<file path="config.mk">
export PLATFORM = sky130hd
export DESIGN_NAME = utf8_sequence_validator_core
export DESIGN_NICKNAME = d
export VERILOG_FILES = /design/src/hdl/usv_pkg.sv /design/src/hdl/usv_front.sv /design/src/hdl/usv_queue.sv /design/src/hdl/usv_back.sv /design/src/hdl/utf8_sequence_validator_core.sv
export SDC_FILE = /design/constraint.sdc
export NUM_CORES = 1
export LEC_CHECK = 0
export ABC_AREA = 1
export BUFFER_PORTS_ARGS = -buffer_cell sky130_fd_sc_hd__buf_2
export CORE_UTILIZATION = 56
export DETAILED_ROUTE_END_ITERATION = 10
export HOLD_SLACK_MARGIN = 0.02
export PLACE_DENSITY = 0.84
export RECOVER_POWER = 50
export SLEW_MARGIN = 20
export SYNTH_ARGS = -nofsm -noshare
export SYNTH_HDL_FRONTEND = slang
export SYNTH_HIERARCHICAL = 1
export SYNTH_SLANG_ARGS = --single-unit
</file>
<file path="constraint.sdc">
create_clock -name clk -period 4.7 [get_ports clk]
set_input_delay 0.235 -clock clk [delete_from_list [all_inputs] [get_ports clk]]
set_output_delay 0.235 -clock clk [all_outputs]
set_load 0.005 [all_outputs]
</file>
<file path="src/hdl/usv_pkg.sv">
//==============================================================================
// usv_pkg
// Shared types, codes and constants of the UTF-8 sequence validator.
//==============================================================================
`default_nettype none

package usv_pkg;

    // Widths of the stream fields
    localparam int unsigned DATA_W      = 8;
    localparam int unsigned CP_W        = 31;
    localparam int unsigned LEN_W       = 3;
    localparam int unsigned STATUS_W    = 2;
    localparam int unsigned IN_TDATA_W  = 8;
    localparam int unsigned OUT_TDATA_W = 40;

    // Result status codes
    typedef enum logic [STATUS_W-1:0] {
        STATUS_OK      = 2'd0,
        STATUS_INVALID = 2'd1,
        STATUS_TRUNC   = 2'd2
    } status_t;

    // What a byte means when it stands in lead position
    typedef enum logic [1:0] {
        KIND_ASCII,
        KIND_STRAY,
        KIND_LEAD
    } lead_kind_t;

    // One classified byte as it travels from front to back
    typedef struct packed {
        logic [DATA_W-1:0] data_byte;
        lead_kind_t        kind;
        logic [LEN_W-1:0]  lead_len;
        logic [4:0]        lead_bits;
        logic              cont_ok;
        logic              last;
    } q_entry_t;

    // One result item
    typedef struct packed {
        status_t          status;
        logic [LEN_W-1:0] seq_length;
        logic [CP_W-1:0]  code_point;
    } result_t;

    // Largest value the next shorter form carries, by declared length
    function automatic logic [CP_W-1:0] overlong_limit(input logic [LEN_W-1:0] len);
        logic [CP_W-1:0] lim;
        begin
            unique case (len)
                3'd2:    lim = 31'h0000007F;
                3'd3:    lim = 31'h000007FF;
                3'd4:    lim = 31'h0000FFFF;
                3'd5:    lim = 31'h001FFFFF;
                3'd6:    lim = 31'h03FFFFFF;
                default: lim = '0;
            endcase
            return lim;
        end
    endfunction

endpackage

`default_nettype wire

</file>
<file path="src/hdl/usv_front.sv">
//==============================================================================
// usv_front
// Accepts input beats and classifies each byte as lead and as continuation.
//==============================================================================
`default_nettype none

module usv_front
(
    input  wire logic                              s_axis_tvalid,
    output logic                                   s_axis_tready,
    input  wire logic [usv_pkg::IN_TDATA_W-1:0]    s_axis_tdata,   // [7:0] data_byte
    input  wire logic                              s_axis_tlast,   // end_of_buffer
    input  wire logic                              q_full,
    output logic                                   q_push,
    output usv_pkg::q_entry_t                      q_entry
);
    import usv_pkg::*;

    logic [DATA_W-1:0] b;

    assign b = s_axis_tdata[DATA_W-1:0];

    // Take a beat whenever the queue has room
    assign s_axis_tready = ~q_full;
    assign q_push        = s_axis_tvalid & ~q_full;

    // Decode the lead form and the continuation form
    always_comb
    begin
        q_entry.data_byte = b;
        q_entry.last      = s_axis_tlast;
        q_entry.cont_ok   = (b[7:6] == 2'b10);
        q_entry.kind      = KIND_LEAD;
        q_entry.lead_len  = 3'd1;
        q_entry.lead_bits = '0;
        if (b[7] == 1'b0)
        begin
            q_entry.kind = KIND_ASCII;
        end
        else if (b[7:5] == 3'b110)
        begin
            q_entry.lead_len  = 3'd2;
            q_entry.lead_bits = b[4:0];
        end
        else if (b[7:4] == 4'b1110)
        begin
            q_entry.lead_len  = 3'd3;
            q_entry.lead_bits = {1'b0, b[3:0]};
        end
        else if (b[7:3] == 5'b11110)
        begin
            q_entry.lead_len  = 3'd4;
            q_entry.lead_bits = {2'b00, b[2:0]};
        end
        else if (b[7:2] == 6'b111110)
        begin
            q_entry.lead_len  = 3'd5;
            q_entry.lead_bits = {3'b000, b[1:0]};
        end
        else if (b[7:1] == 7'b1111110)
        begin
            q_entry.lead_len  = 3'd6;
            q_entry.lead_bits = {4'b0000, b[0]};
        end
        else
        begin
            q_entry.kind = KIND_STRAY;
        end
    end

endmodule

`default_nettype wire

</file>
<file path="src/hdl/usv_queue.sv">
//==============================================================================
// usv_queue
// Short first-in first-out queue of classified bytes between front and back.
//==============================================================================
`default_nettype none

module usv_queue
#(
    parameter int unsigned DEPTH = 4
)
(
    input  wire logic              clk,
    input  wire logic              rst_n,
    input  wire logic              push,
    input  wire usv_pkg::q_entry_t push_entry,
    output logic                   full,
    output logic                   q_valid,
    input  wire logic              pop,
    output usv_pkg::q_entry_t      pop_entry
);
    import usv_pkg::*;

    localparam int unsigned PTR_W = $clog2(DEPTH);
    localparam int unsigned CNT_W = $clog2(DEPTH + 1);
    localparam logic [PTR_W-1:0] LAST_PTR = PTR_W'(DEPTH - 1);
    localparam logic [CNT_W-1:0] FULL_CNT = CNT_W'(DEPTH);

    q_entry_t         mem [DEPTH];
    logic [PTR_W-1:0] wr_ptr_reg, wr_ptr_next;
    logic [PTR_W-1:0] rd_ptr_reg, rd_ptr_next;
    logic [CNT_W-1:0] count_reg, count_next;

    assign full      = (count_reg == FULL_CNT);
    assign q_valid   = (count_reg != '0);
    assign pop_entry = mem[rd_ptr_reg];

    // Advance pointers and count
    always_comb
    begin
        wr_ptr_next = wr_ptr_reg;
        rd_ptr_next = rd_ptr_reg;
        count_next  = count_reg;
        if (push)
        begin
            wr_ptr_next = (wr_ptr_reg == LAST_PTR) ? '0 : wr_ptr_reg + 1'b1;
        end
        if (pop)
        begin
            rd_ptr_next = (rd_ptr_reg == LAST_PTR) ? '0 : rd_ptr_reg + 1'b1;
        end
        if (push && !pop)
        begin
            count_next = count_reg + 1'b1;
        end
        else if (pop && !push)
        begin
            count_next = count_reg - 1'b1;
        end
    end

    always_ff @(posedge clk or negedge rst_n)
    begin
        if (!rst_n)
        begin
            wr_ptr_reg <= '0;
            rd_ptr_reg <= '0;
            count_reg  <= '0;
        end
        else
        begin
            wr_ptr_reg <= wr_ptr_next;
            rd_ptr_reg <= rd_ptr_next;
            count_reg  <= count_next;
        end
    end

    // Write the entry store
    always_ff @(posedge clk)
    begin
        if (push)
        begin
            mem[wr_ptr_reg] <= push_entry;
        end
    end

`ifndef ASSERT_OFF
    a_count_bound: assert property (@(posedge clk) disable iff (!rst_n)
        count_reg <= FULL_CNT)
        else $error("queue count beyond depth");

    a_no_pop_empty: assert property (@(posedge clk) disable iff (!rst_n)
        pop |-> q_valid)
        else $error("pop from empty queue");

    a_count_up: assert property (@(posedge clk) disable iff (!rst_n)
        push && !pop |=> count_reg == $past(count_reg) + 1'b1)
        else $error("queue count did not rise on push");
`endif

endmodule

`default_nettype wire

</file>
<file path="src/hdl/usv_back.sv">
//==============================================================================
// usv_back
// Gathers sequences from classified bytes and holds results in an output stage.
//==============================================================================
`default_nettype none

module usv_back
(
    input  wire logic                            clk,
    input  wire logic                            rst_n,
    input  wire logic                            q_valid,
    input  wire usv_pkg::q_entry_t               q_entry,
    output logic                                 q_pop,
    output logic                                 m_axis_tvalid,
    input  wire logic                            m_axis_tready,
    output logic [usv_pkg::OUT_TDATA_W-1:0]      m_axis_tdata
);
    import usv_pkg::*;

    logic [LEN_W-1:0] bytes_left_reg, bytes_left_next;
    logic [LEN_W-1:0] decl_len_reg, decl_len_next;
    logic [CP_W-1:0]  accum_reg, accum_next;
    logic             bad_reg, bad_next;
    logic             out_valid_reg, out_valid_next;
    result_t          out_reg, out_next;

    logic             emit;
    result_t          res;
    logic [CP_W-1:0]  acc_shift;
    logic [LEN_W-1:0] left_dec;
    logic             bad_upd;
    logic             out_free;

    assign acc_shift = {accum_reg[CP_W-7:0], q_entry.data_byte[5:0]};
    assign left_dec  = bytes_left_reg - 1'b1;
    assign bad_upd   = bad_reg | ~q_entry.cont_ok;
    assign out_free  = ~out_valid_reg | m_axis_tready;
    assign q_pop     = q_valid & (out_free | ~emit);

    // Decode the head byte against the sequence state
    always_comb
    begin
        emit            = 1'b0;
        res.code_point  = '0;
        res.seq_length  = 3'd1;
        res.status      = STATUS_OK;
        bytes_left_next = bytes_left_reg;
        decl_len_next   = decl_len_reg;
        accum_next      = accum_reg;
        bad_next        = bad_reg;
        if (bytes_left_reg == '0)
        begin
            unique case (q_entry.kind)
                KIND_ASCII:
                begin
                    emit           = 1'b1;
                    res.code_point = {{(CP_W-DATA_W){1'b0}}, q_entry.data_byte};
                end
                KIND_LEAD:
                begin
                    if (q_entry.last)
                    begin
                        emit           = 1'b1;
                        res.seq_length = q_entry.lead_len;
                        res.status     = STATUS_TRUNC;
                    end
                    else
                    begin
                        decl_len_next   = q_entry.lead_len;
                        bytes_left_next = q_entry.lead_len - 1'b1;
                        accum_next      = {{(CP_W-5){1'b0}}, q_entry.lead_bits};
                        bad_next        = 1'b0;
                    end
                end
                default:
                begin
                    emit       = 1'b1;
                    res.status = STATUS_INVALID;
                end
            endcase
        end
        else if (left_dec != '0)
        begin
            // Mid sequence: gather, or cut short at buffer end
            if (q_entry.last)
            begin
                emit            = 1'b1;
                res.seq_length  = decl_len_reg;
                res.status      = STATUS_TRUNC;
                bytes_left_next = '0;
                decl_len_next   = '0;
                accum_next      = '0;
                bad_next        = 1'b0;
            end
            else
            begin
                bytes_left_next = left_dec;
                accum_next      = acc_shift;
                bad_next        = bad_upd;
            end
        end
        else
        begin
            // Final byte: check form and overlong value
            emit           = 1'b1;
            res.seq_length = decl_len_reg;
            if (bad_upd || (acc_shift <= overlong_limit(decl_len_reg)))
            begin
                res.status = STATUS_INVALID;
            end
            else
            begin
                res.code_point = acc_shift;
            end
            bytes_left_next = '0;
            decl_len_next   = '0;
            accum_next      = '0;
            bad_next        = 1'b0;
        end
    end

    // Load or drain the output stage
    always_comb
    begin
        out_valid_next = out_valid_reg;
        out_next       = out_reg;
        if (q_pop && emit)
        begin
            out_valid_next = 1'b1;
            out_next       = res;
        end
        else if (m_axis_tready)
        begin
            out_valid_next = 1'b0;
        end
    end

    always_ff @(posedge clk or negedge rst_n)
    begin
        if (!rst_n)
        begin
            bytes_left_reg <= '0;
            decl_len_reg   <= '0;
            accum_reg      <= '0;
            bad_reg        <= 1'b0;
            out_valid_reg  <= 1'b0;
        end
        else
        begin
            if (q_pop)
            begin
                bytes_left_reg <= bytes_left_next;
                decl_len_reg   <= decl_len_next;
                accum_reg      <= accum_next;
                bad_reg        <= bad_next;
            end
            out_valid_reg <= out_valid_next;
        end
    end

    // Result payload holds without reset
    always_ff @(posedge clk)
    begin
        out_reg <= out_next;
    end

    assign m_axis_tvalid = out_valid_reg;
    assign m_axis_tdata  = {{(OUT_TDATA_W-CP_W-LEN_W-STATUS_W){1'b0}},
                            out_reg.status, out_reg.seq_length, out_reg.code_point};

`ifndef ASSERT_OFF
    a_left_bound: assert property (@(posedge clk) disable iff (!rst_n)
        bytes_left_reg <= 3'd5)
        else $error("too many continuation bytes pending");

    a_left_in_seq: assert property (@(posedge clk) disable iff (!rst_n)
        (bytes_left_reg != '0) |-> (decl_len_reg >= 3'd2) && (decl_len_reg <= 3'd6)
                                   && (bytes_left_reg < decl_len_reg))
        else $error("pending count disagrees with declared length");

    a_bad_zero_cp: assert property (@(posedge clk) disable iff (!rst_n)
        out_valid_reg && (out_reg.status != STATUS_OK) |-> out_reg.code_point == '0)
        else $error("failed result carries a code point");
`endif

endmodule

`default_nettype wire

</file>
<file path="src/hdl/utf8_sequence_validator_core.sv">
//==============================================================================
// utf8_sequence_validator_core
// UTF-8 validator for 1 to 6 byte sequences with overlong and truncation check.
//==============================================================================
// channel      | dir | beat content
// s_axis       | in  | tdata[7:0] data_byte, tlast end_of_buffer
// m_axis       | out | tdata[30:0] code_point, [33:31] seq_length, [35:34] status
//
// One byte per cycle while the queue has room: the front classifies a byte
// as it is taken, the back consumes one queued byte per cycle unless stalled
// and loads the output stage; each result passes queue and output stage.
// The queue lets the input keep flowing for QUEUE_DEPTH beats while the
// output is stalled; the back only stops for bytes that produce a result.
// Asynchronous active-low reset empties the queue and output stage.
//==============================================================================
`default_nettype none

module utf8_sequence_validator_core
#(
    parameter int unsigned QUEUE_DEPTH = 4
)
(
    input  wire logic                             clk,
    input  wire logic                             rst_n,
    input  wire logic                             s_axis_tvalid,
    output logic                                  s_axis_tready,
    input  wire logic [usv_pkg::IN_TDATA_W-1:0]   s_axis_tdata,  // [7:0] data_byte
    input  wire logic                             s_axis_tlast,  // end_of_buffer
    output logic                                  m_axis_tvalid,
    input  wire logic                             m_axis_tready,
    // [30:0] code_point, [33:31] seq_length, [35:34] status, [39:36] zero
    output logic [usv_pkg::OUT_TDATA_W-1:0]       m_axis_tdata
);
    import usv_pkg::*;

    q_entry_t push_entry;
    q_entry_t pop_entry;
    logic     push;
    logic     pop;
    logic     full;
    logic     q_valid;

    // Accept and classify
    usv_front u_front
    (
        .s_axis_tvalid (s_axis_tvalid),
        .s_axis_tready (s_axis_tready),
        .s_axis_tdata  (s_axis_tdata),
        .s_axis_tlast  (s_axis_tlast),
        .q_full        (full),
        .q_push        (push),
        .q_entry       (push_entry)
    );

    // Decouple front and back
    usv_queue #(.DEPTH(QUEUE_DEPTH)) u_queue
    (
        .clk        (clk),
        .rst_n      (rst_n),
        .push       (push),
        .push_entry (push_entry),
        .full       (full),
        .q_valid    (q_valid),
        .pop        (pop),
        .pop_entry  (pop_entry)
    );

    // Gather sequences and emit results
    usv_back u_back
    (
        .clk           (clk),
        .rst_n         (rst_n),
        .q_valid       (q_valid),
        .q_entry       (pop_entry),
        .q_pop         (pop),
        .m_axis_tvalid (m_axis_tvalid),
        .m_axis_tready (m_axis_tready),
        .m_axis_tdata  (m_axis_tdata)
    );

endmodule

`default_nettype wire

</file>
# After elaboration in Yosys (flattened, before gate mapping)

Memories as Yosys holds them, arrays and structs flattened.
Cells that the tools add are included.

Add/sub/neg operators: 6
$lt $le $gt $ge: 1
Equal/unequal tests: 18
Muxes and demuxes: 57
Bitwise gates (word level): 9
Reduce and logical (&&, ||, !) cells: 14

Operators with widths:

| operator                                                            | count |
|---|---|
| 26-bit one-hot mux with 5 select lines                              | 1 |
| 25-bit two-way mux                                                  | 5 |
| 31-bit two-way mux                                                  | 4 |
| 8-bit two-way mux                                                   | 7 |
| 3-bit two-way mux                                                   | 13 |
| 36-bit two-way mux                                                  | 1 |
| 31-bit less-or-equal comparator                                     | 1 |
| 2-bit two-way mux                                                   | 8 |
| 3-bit == test (second input constant)                               | 5 |
| 5-bit two-way mux                                                   | 3 |
| 1-bit two-way mux                                                   | 14 |
| 3-bit by 1-bit subtractor with 3-bit output (second input constant) | 3 |
| 2-bit == test (second input constant)                               | 4 |
| 7-bit == test (second input constant)                               | 1 |
| 3-bit by 2-bit == test with 1-bit output (second input constant)    | 2 |
| 6-bit == test (second input constant)                               | 1 |
| 3-bit nonzero test                                                  | 2 |
| 5-bit == test (second input constant)                               | 1 |
| 2-bit by 1-bit adder with 2-bit output (second input constant)      | 2 |
| 4-bit == test (second input constant)                               | 1 |
| 2-bit != test (second input constant)                               | 2 |
| 1-bit inverter                                                      | 4 |
| 2-bit one-hot mux with 2 select lines                               | 1 |
| 4-bit AND reduction                                                 | 1 |
| 11 further kinds                                                    | 18 |

Flip-flop bits (word level): 76
Memory bits (writable): 80
Output and inout port bits: 42
Word-level logic and storage cells: 117
Memories: 1

Memory list:

| name        | words | bits a word | rd ports | clocked after memory_dff | wr ports | RTL line        | text |
|---|---|---|---|---|---|---|---|
| u_queue.mem | 4     | 20          | 1        | 0                        | 1        | usv_queue.sv:28 | `q_entry_t mem [DEPTH];` |

# Logic depth before layout (Yosys ltp)

Word-level depth: 10
Gate-level depth with buffers: 21

# By module

Netlist, hierarchy kept.

Modules (own cells, without submodules):

| module    | instances | cells an instance | area an instance (um^2) | seq. area each (um^2) |
|---|---|---|---|---|
| usv_back  | 1         | 427               | 3776.1                  | 1906.8 |
| usv_queue | 1         | 285               | 3647.2                  | 2577.5 |
| usv_front | 1         | 43                | 235.2                   | 0.0 |

# Worst setup path after synthesis

Ideal clock, no wire load.

Path kind: flip-flop to flip-flop
From: reg u_back.decl_len_reg[1]
To: reg u_back.out_reg (netlist bit u_back/m_axis_tdata[11]), data pin
Setup time: 0.265 ns
Arrival: 2.512 ns
Data required time: 4.435 ns
Slack: 1.923 ns
Stages on the path, launching flop included: 17
Buffers on the path: 1
Period minus slack after synthesis: 2.777 ns
Cell sequence: dfrtp_1 -> inv_1 -> o21ai_0 -> o21ai_0 -> inv_1 -> ha_1 -> a21oi_1 -> nand2_1 -> nand2_1 -> nand2_1 -> nand2_1 -> nand2_1 -> nand2_1 -> nand2_1 -> nand3_1 -> clkbuf_1 -> nor2_1

Longest elaborated chain between the ends: 9
Elaborated cells on any way between the ends: 13

Ends and longest elaborated chain:

| what                                                                             | RTL line        | text |
|---|---|---|
| start: declaration                                                               | usv_back.sv:21  | `logic [LEN_W-1:0] decl_len_reg, decl_len_next;` |
| start signal: assignment                                                         | usv_back.sv:153 | `decl_len_reg <= decl_len_next;` |
| 3-bit == test / 3-bit by 2-bit == test with 1-bit output (equally long branches) | usv_pkg.sv:52   | `unique case (len)` |
| 26-bit one-hot mux with 5 select lines (*)                                       | usv_pkg.sv:52   |  |
| 31-bit two-way mux (*)                                                           | usv_back.sv:82  | `else if (left_dec != '0)` |
| 31-bit two-way mux (*)                                                           | usv_back.sv:51  | `if (bytes_left_reg == '0)` |
| 31-bit less-or-equal comparator (*)                                              | usv_back.sv:107 | `if (bad_upd \|\| (acc_shift <= overlong_limit(decl_len_reg)))` |
| 1-bit logical OR (*)                                                             | usv_back.sv:107 |  |
| 31-bit two-way mux (*)                                                           | usv_back.sv:107 |  |
| 31-bit two-way mux (*)                                                           | usv_back.sv:82  |  |
| 36-bit two-way mux (*)                                                           | usv_back.sv:51  |  |
| end signal: assignment                                                           | usv_back.sv:164 | `out_reg <= out_next;` |
| end: declaration                                                                 | usv_back.sv:25  | `result_t out_reg, out_next;` |

Every way passes the cells marked *; elsewhere a longest branch is shown, timed or not. The select of a mux whose other input is x is not followed.
A chain may end at the register's enable or synchronous reset.

# Worst setup path in the final report

From: reg u_back.decl_len_reg[1]
To: reg u_back.out_reg (netlist bit u_back/m_axis_tdata[26]), data pin

The elaborated chain is that of the path after synthesis.

==> impl_results.md <==
- DRT Pass-1 Iters: 5
- H-tree depth: 4
- Prevailing post-synth register cell: edfxtp_1
- FFs w/ async S/R, synth: 25.6%
- Std-Cell Core Area: approximately 13000 µm²
- Drt via density: 5.20
- Die ar.: approximately 14000 µm²
- Top achievable clock speed: approximately 280 MHz
- Layout Nets: 848
- Yosys cell types: 42
- Pins Over Slew Limit: 41
- Row cnt: 42
- Outcome: complete, but fails checks
- Mean post-synth cell area: 10.1 µm²
- First-pass GRT wire length: 23.3 mm
- Relative slew margins: -47.2%
- Vias in the first global route: 4916
- ANT nets after route: 0
- Routed vias: 5134
- Initial antenna violation count: 0
- Filler cells: 1029
- Cells after DPL: 951
- Area of the multi-input gates: 2380 µm²
- Area grow syn2layout: 10.2%
- Setup violators final: 0
- Root Driver: clkbuf_16
- Clk_lat worst skew: about 0.43 ns
- CP startpoint kind: register
- # hold bufs at CTS: 3
- Most frequent cells after synthesis: nand2_1, inv_1, edfxtp_1
- Worst-path clk slew: 0.06 ns
- Cells after synthesis: 755
- Synth area leaders: edfxtp_1, dfrtp_1, nand2_1
- Critical Path AT: 3.78 ns
- Fin crit period: around 3.6 ns
- FF/Latch Area: 4480 µm²
- Initial drt markers: 348
- I/O Buffers: 50
- Die height: 119 µm
- Critical Path Fanout Max: 20
- Diodes inserted: 0
- Final GP Congestion: 0.826
- Cell type with the highest aggregate area in the netlist: edfxtp_1
- Share of post-route cells with drive strength above 1: 9.99%
- Die X: 119 µm
- Area of the mapped netlist: 7660 µm²
- Num ports: 55
- Fin Setup TNS: 0 ns
- RSZ-0062 raised after global routing: no
- Violated checks: max-capacitance violations, max-slew violations
- Num CTS Buffers: 17
- Synth top area share: a little under half
- Overflow after GRT: 0
- Clk buf depth: 2
- Tot GR Track Use: 21.8%
- Most frequent cell after synthesis: nand2_1
- Post-CTS Setup Inserts: 0
- LEAKAGE: 3.73 nW
- Pre-CTS setup slack: 1.15 ns
- YS warnings: 6
- Final worst-path cycle share: about three quarters
- Dpl hpwl: 9.36 mm
- DRC errors left: 0
- WL/cell: 14.6 µm
- Finished Cell Area: 8440 µm²
- Critical Path RT: around 5 ns
- CTS sink count: 156
- Worst min path class: primary input to register
- Final worst slack: 1.09 ns
- CTS tree: done
- Gates resized, CTS repair: 0
- Worst Clk Skew: 0.00719 ns
- Max-cap check violation count: 1
- Worst vdd ir: about 0.38 mV
- Area after DPL: just under 8000 µm²
- Slew @ Worst Pin: between 2 and 2.5 ns
- Max FFs per register: 80
- Pin count of the biggest net entering global routing: 82
- Seq cells post-synth: 156
- Post-synth EDFFs: 116
- Non-filler instance count after layout: 987
- Final hold vios: 0
- Setup CP Type: register to register
- Sequential element share of the synthesized area: 58.6%
- Routed wire length: 14.4 mm
- PwrDens: just over 700 nW/µm²
- CP Capture Type: register
- Power Total: 6.13 mW
- Initial core utilization: 57.6%
-- per-layer routing --
metal  vias up  routed length (µm)  track usage (%)
li1       2557                   -                -
met1      2399                6030             25.7
met2       153                7380             37.4
met3        25                 693             5.89
met4         0                 269             9.49
met5         -                   0                0
-- logic make-up (layout without fill, tap and decap cells) --
| kind of cell | after synthesis | in the layout | synth area share (%) |
|---|---|---|---|
| other | 1 | 4 | 0.0490 |
| AND/OR/NAND/NOR | 280 | 280 | 15.0 |
| XOR/XNOR | 3 | 3 | 0.343 |
| adder cells (fa/ha/maj) | 37 | 37 | 6.14 |
| AO/OA/AOI/OAI | 111 | 111 | 9.41 |
| flip-flops | 156 | 156 | 58.6 |
| buffers and inverters | 167 | 220 | 10.5 |
-- report_power, final --
part           leakage [nW]  total [mW]  internal (mW)  switching (mW)
sequential             1.61        2.24           2.04           0.195
clock                 0.286        1.35          0.828           0.521
combinational          1.83        2.54          0.793            1.75
total                  3.73        6.13           3.66            2.47
-- cell type report --
cell class / count / share of cell area, %
clock buffers: 19 / 5.13
flip-flops and latches: 156 / 53.1
multi-input cells: 435 / 28.2
clock inverters: 13 / 1.75
repair buffers: 58 / 3.42
well taps: 176 / 2.61
inverters: 130 / 5.81
-- critical path, stage by stage, from the launching register on --
cell	delay, ns
dfrtp_1	0.43
inv_1	0.07
o21ai_0	0.66
o21ai_0	0.32
inv_1	0.27
ha_1	0.30
a21oi_1	0.16
nand2_1	0.06
nand2_1	0.05
nand2_1	0.05
nand2_1	0.05
nand2_1	0.04
nand2_1	0.05
nand2_1	0.06
nand3_1	0.38
buf_4	0.33
nor2_1	0.07
-- cells in the final DEF, fill, tap and decap left out, drive strengths merged, types with 2 or more instances in the layout --
master | synthesis | final
a21oi | 23 | 23
buf | 26 | 29
bufinv | 0 | 3
clkbuf | 11 | 44
clkinv | 1 | 8
conb | 1 | 4
dfrtp | 40 | 40
dlygate4sd3 | 0 | 4
edfxtp | 116 | 116
ha | 36 | 36
inv | 129 | 131
nand2 | 194 | 194
nand3 | 16 | 16
nand3b | 2 | 2
nand4 | 9 | 9
nor2 | 55 | 55
nor3 | 3 | 3
o211ai | 40 | 40
o21ai | 42 | 42
xor2 | 2 | 2
-- final timing paths --
check	from	to	slack, ns	cells past startpoint
setup / recovery	u_back/decl_len_reg[1]	u_back/m_axis_tdata[26]	1.09	16
hold / removal	s_axis_tdata[0]	u_queue/mem[3][12]	0.13	1
setup reg to reg	u_back/decl_len_reg[1]	u_back/m_axis_tdata[26]	1.09	16
hold reg to reg	u_queue/count_reg[2]	u_queue/count_reg[2]	0.48	2
max in group asynchronous	rst_n	u_back/accum_reg[10]	2.43	2
min in group asynchronous	rst_n	u_back/accum_reg[22]	1.01	2
-- through the flow --
| step | hold slack (ns) | util [%] |
|---|---|---|
| after floorplan | -0.0606 | - |
| after global placement | 0.415 | 59.1 |
| after detailed placement | 0.422 | 59.1 |
| after CTS | 0.0223 | 63.7 |
| after global routing | 0.116 | 63.5 |
| final | 0.128 | 63.5 |
Note: power is estimated with default switching activity, not from simulation.
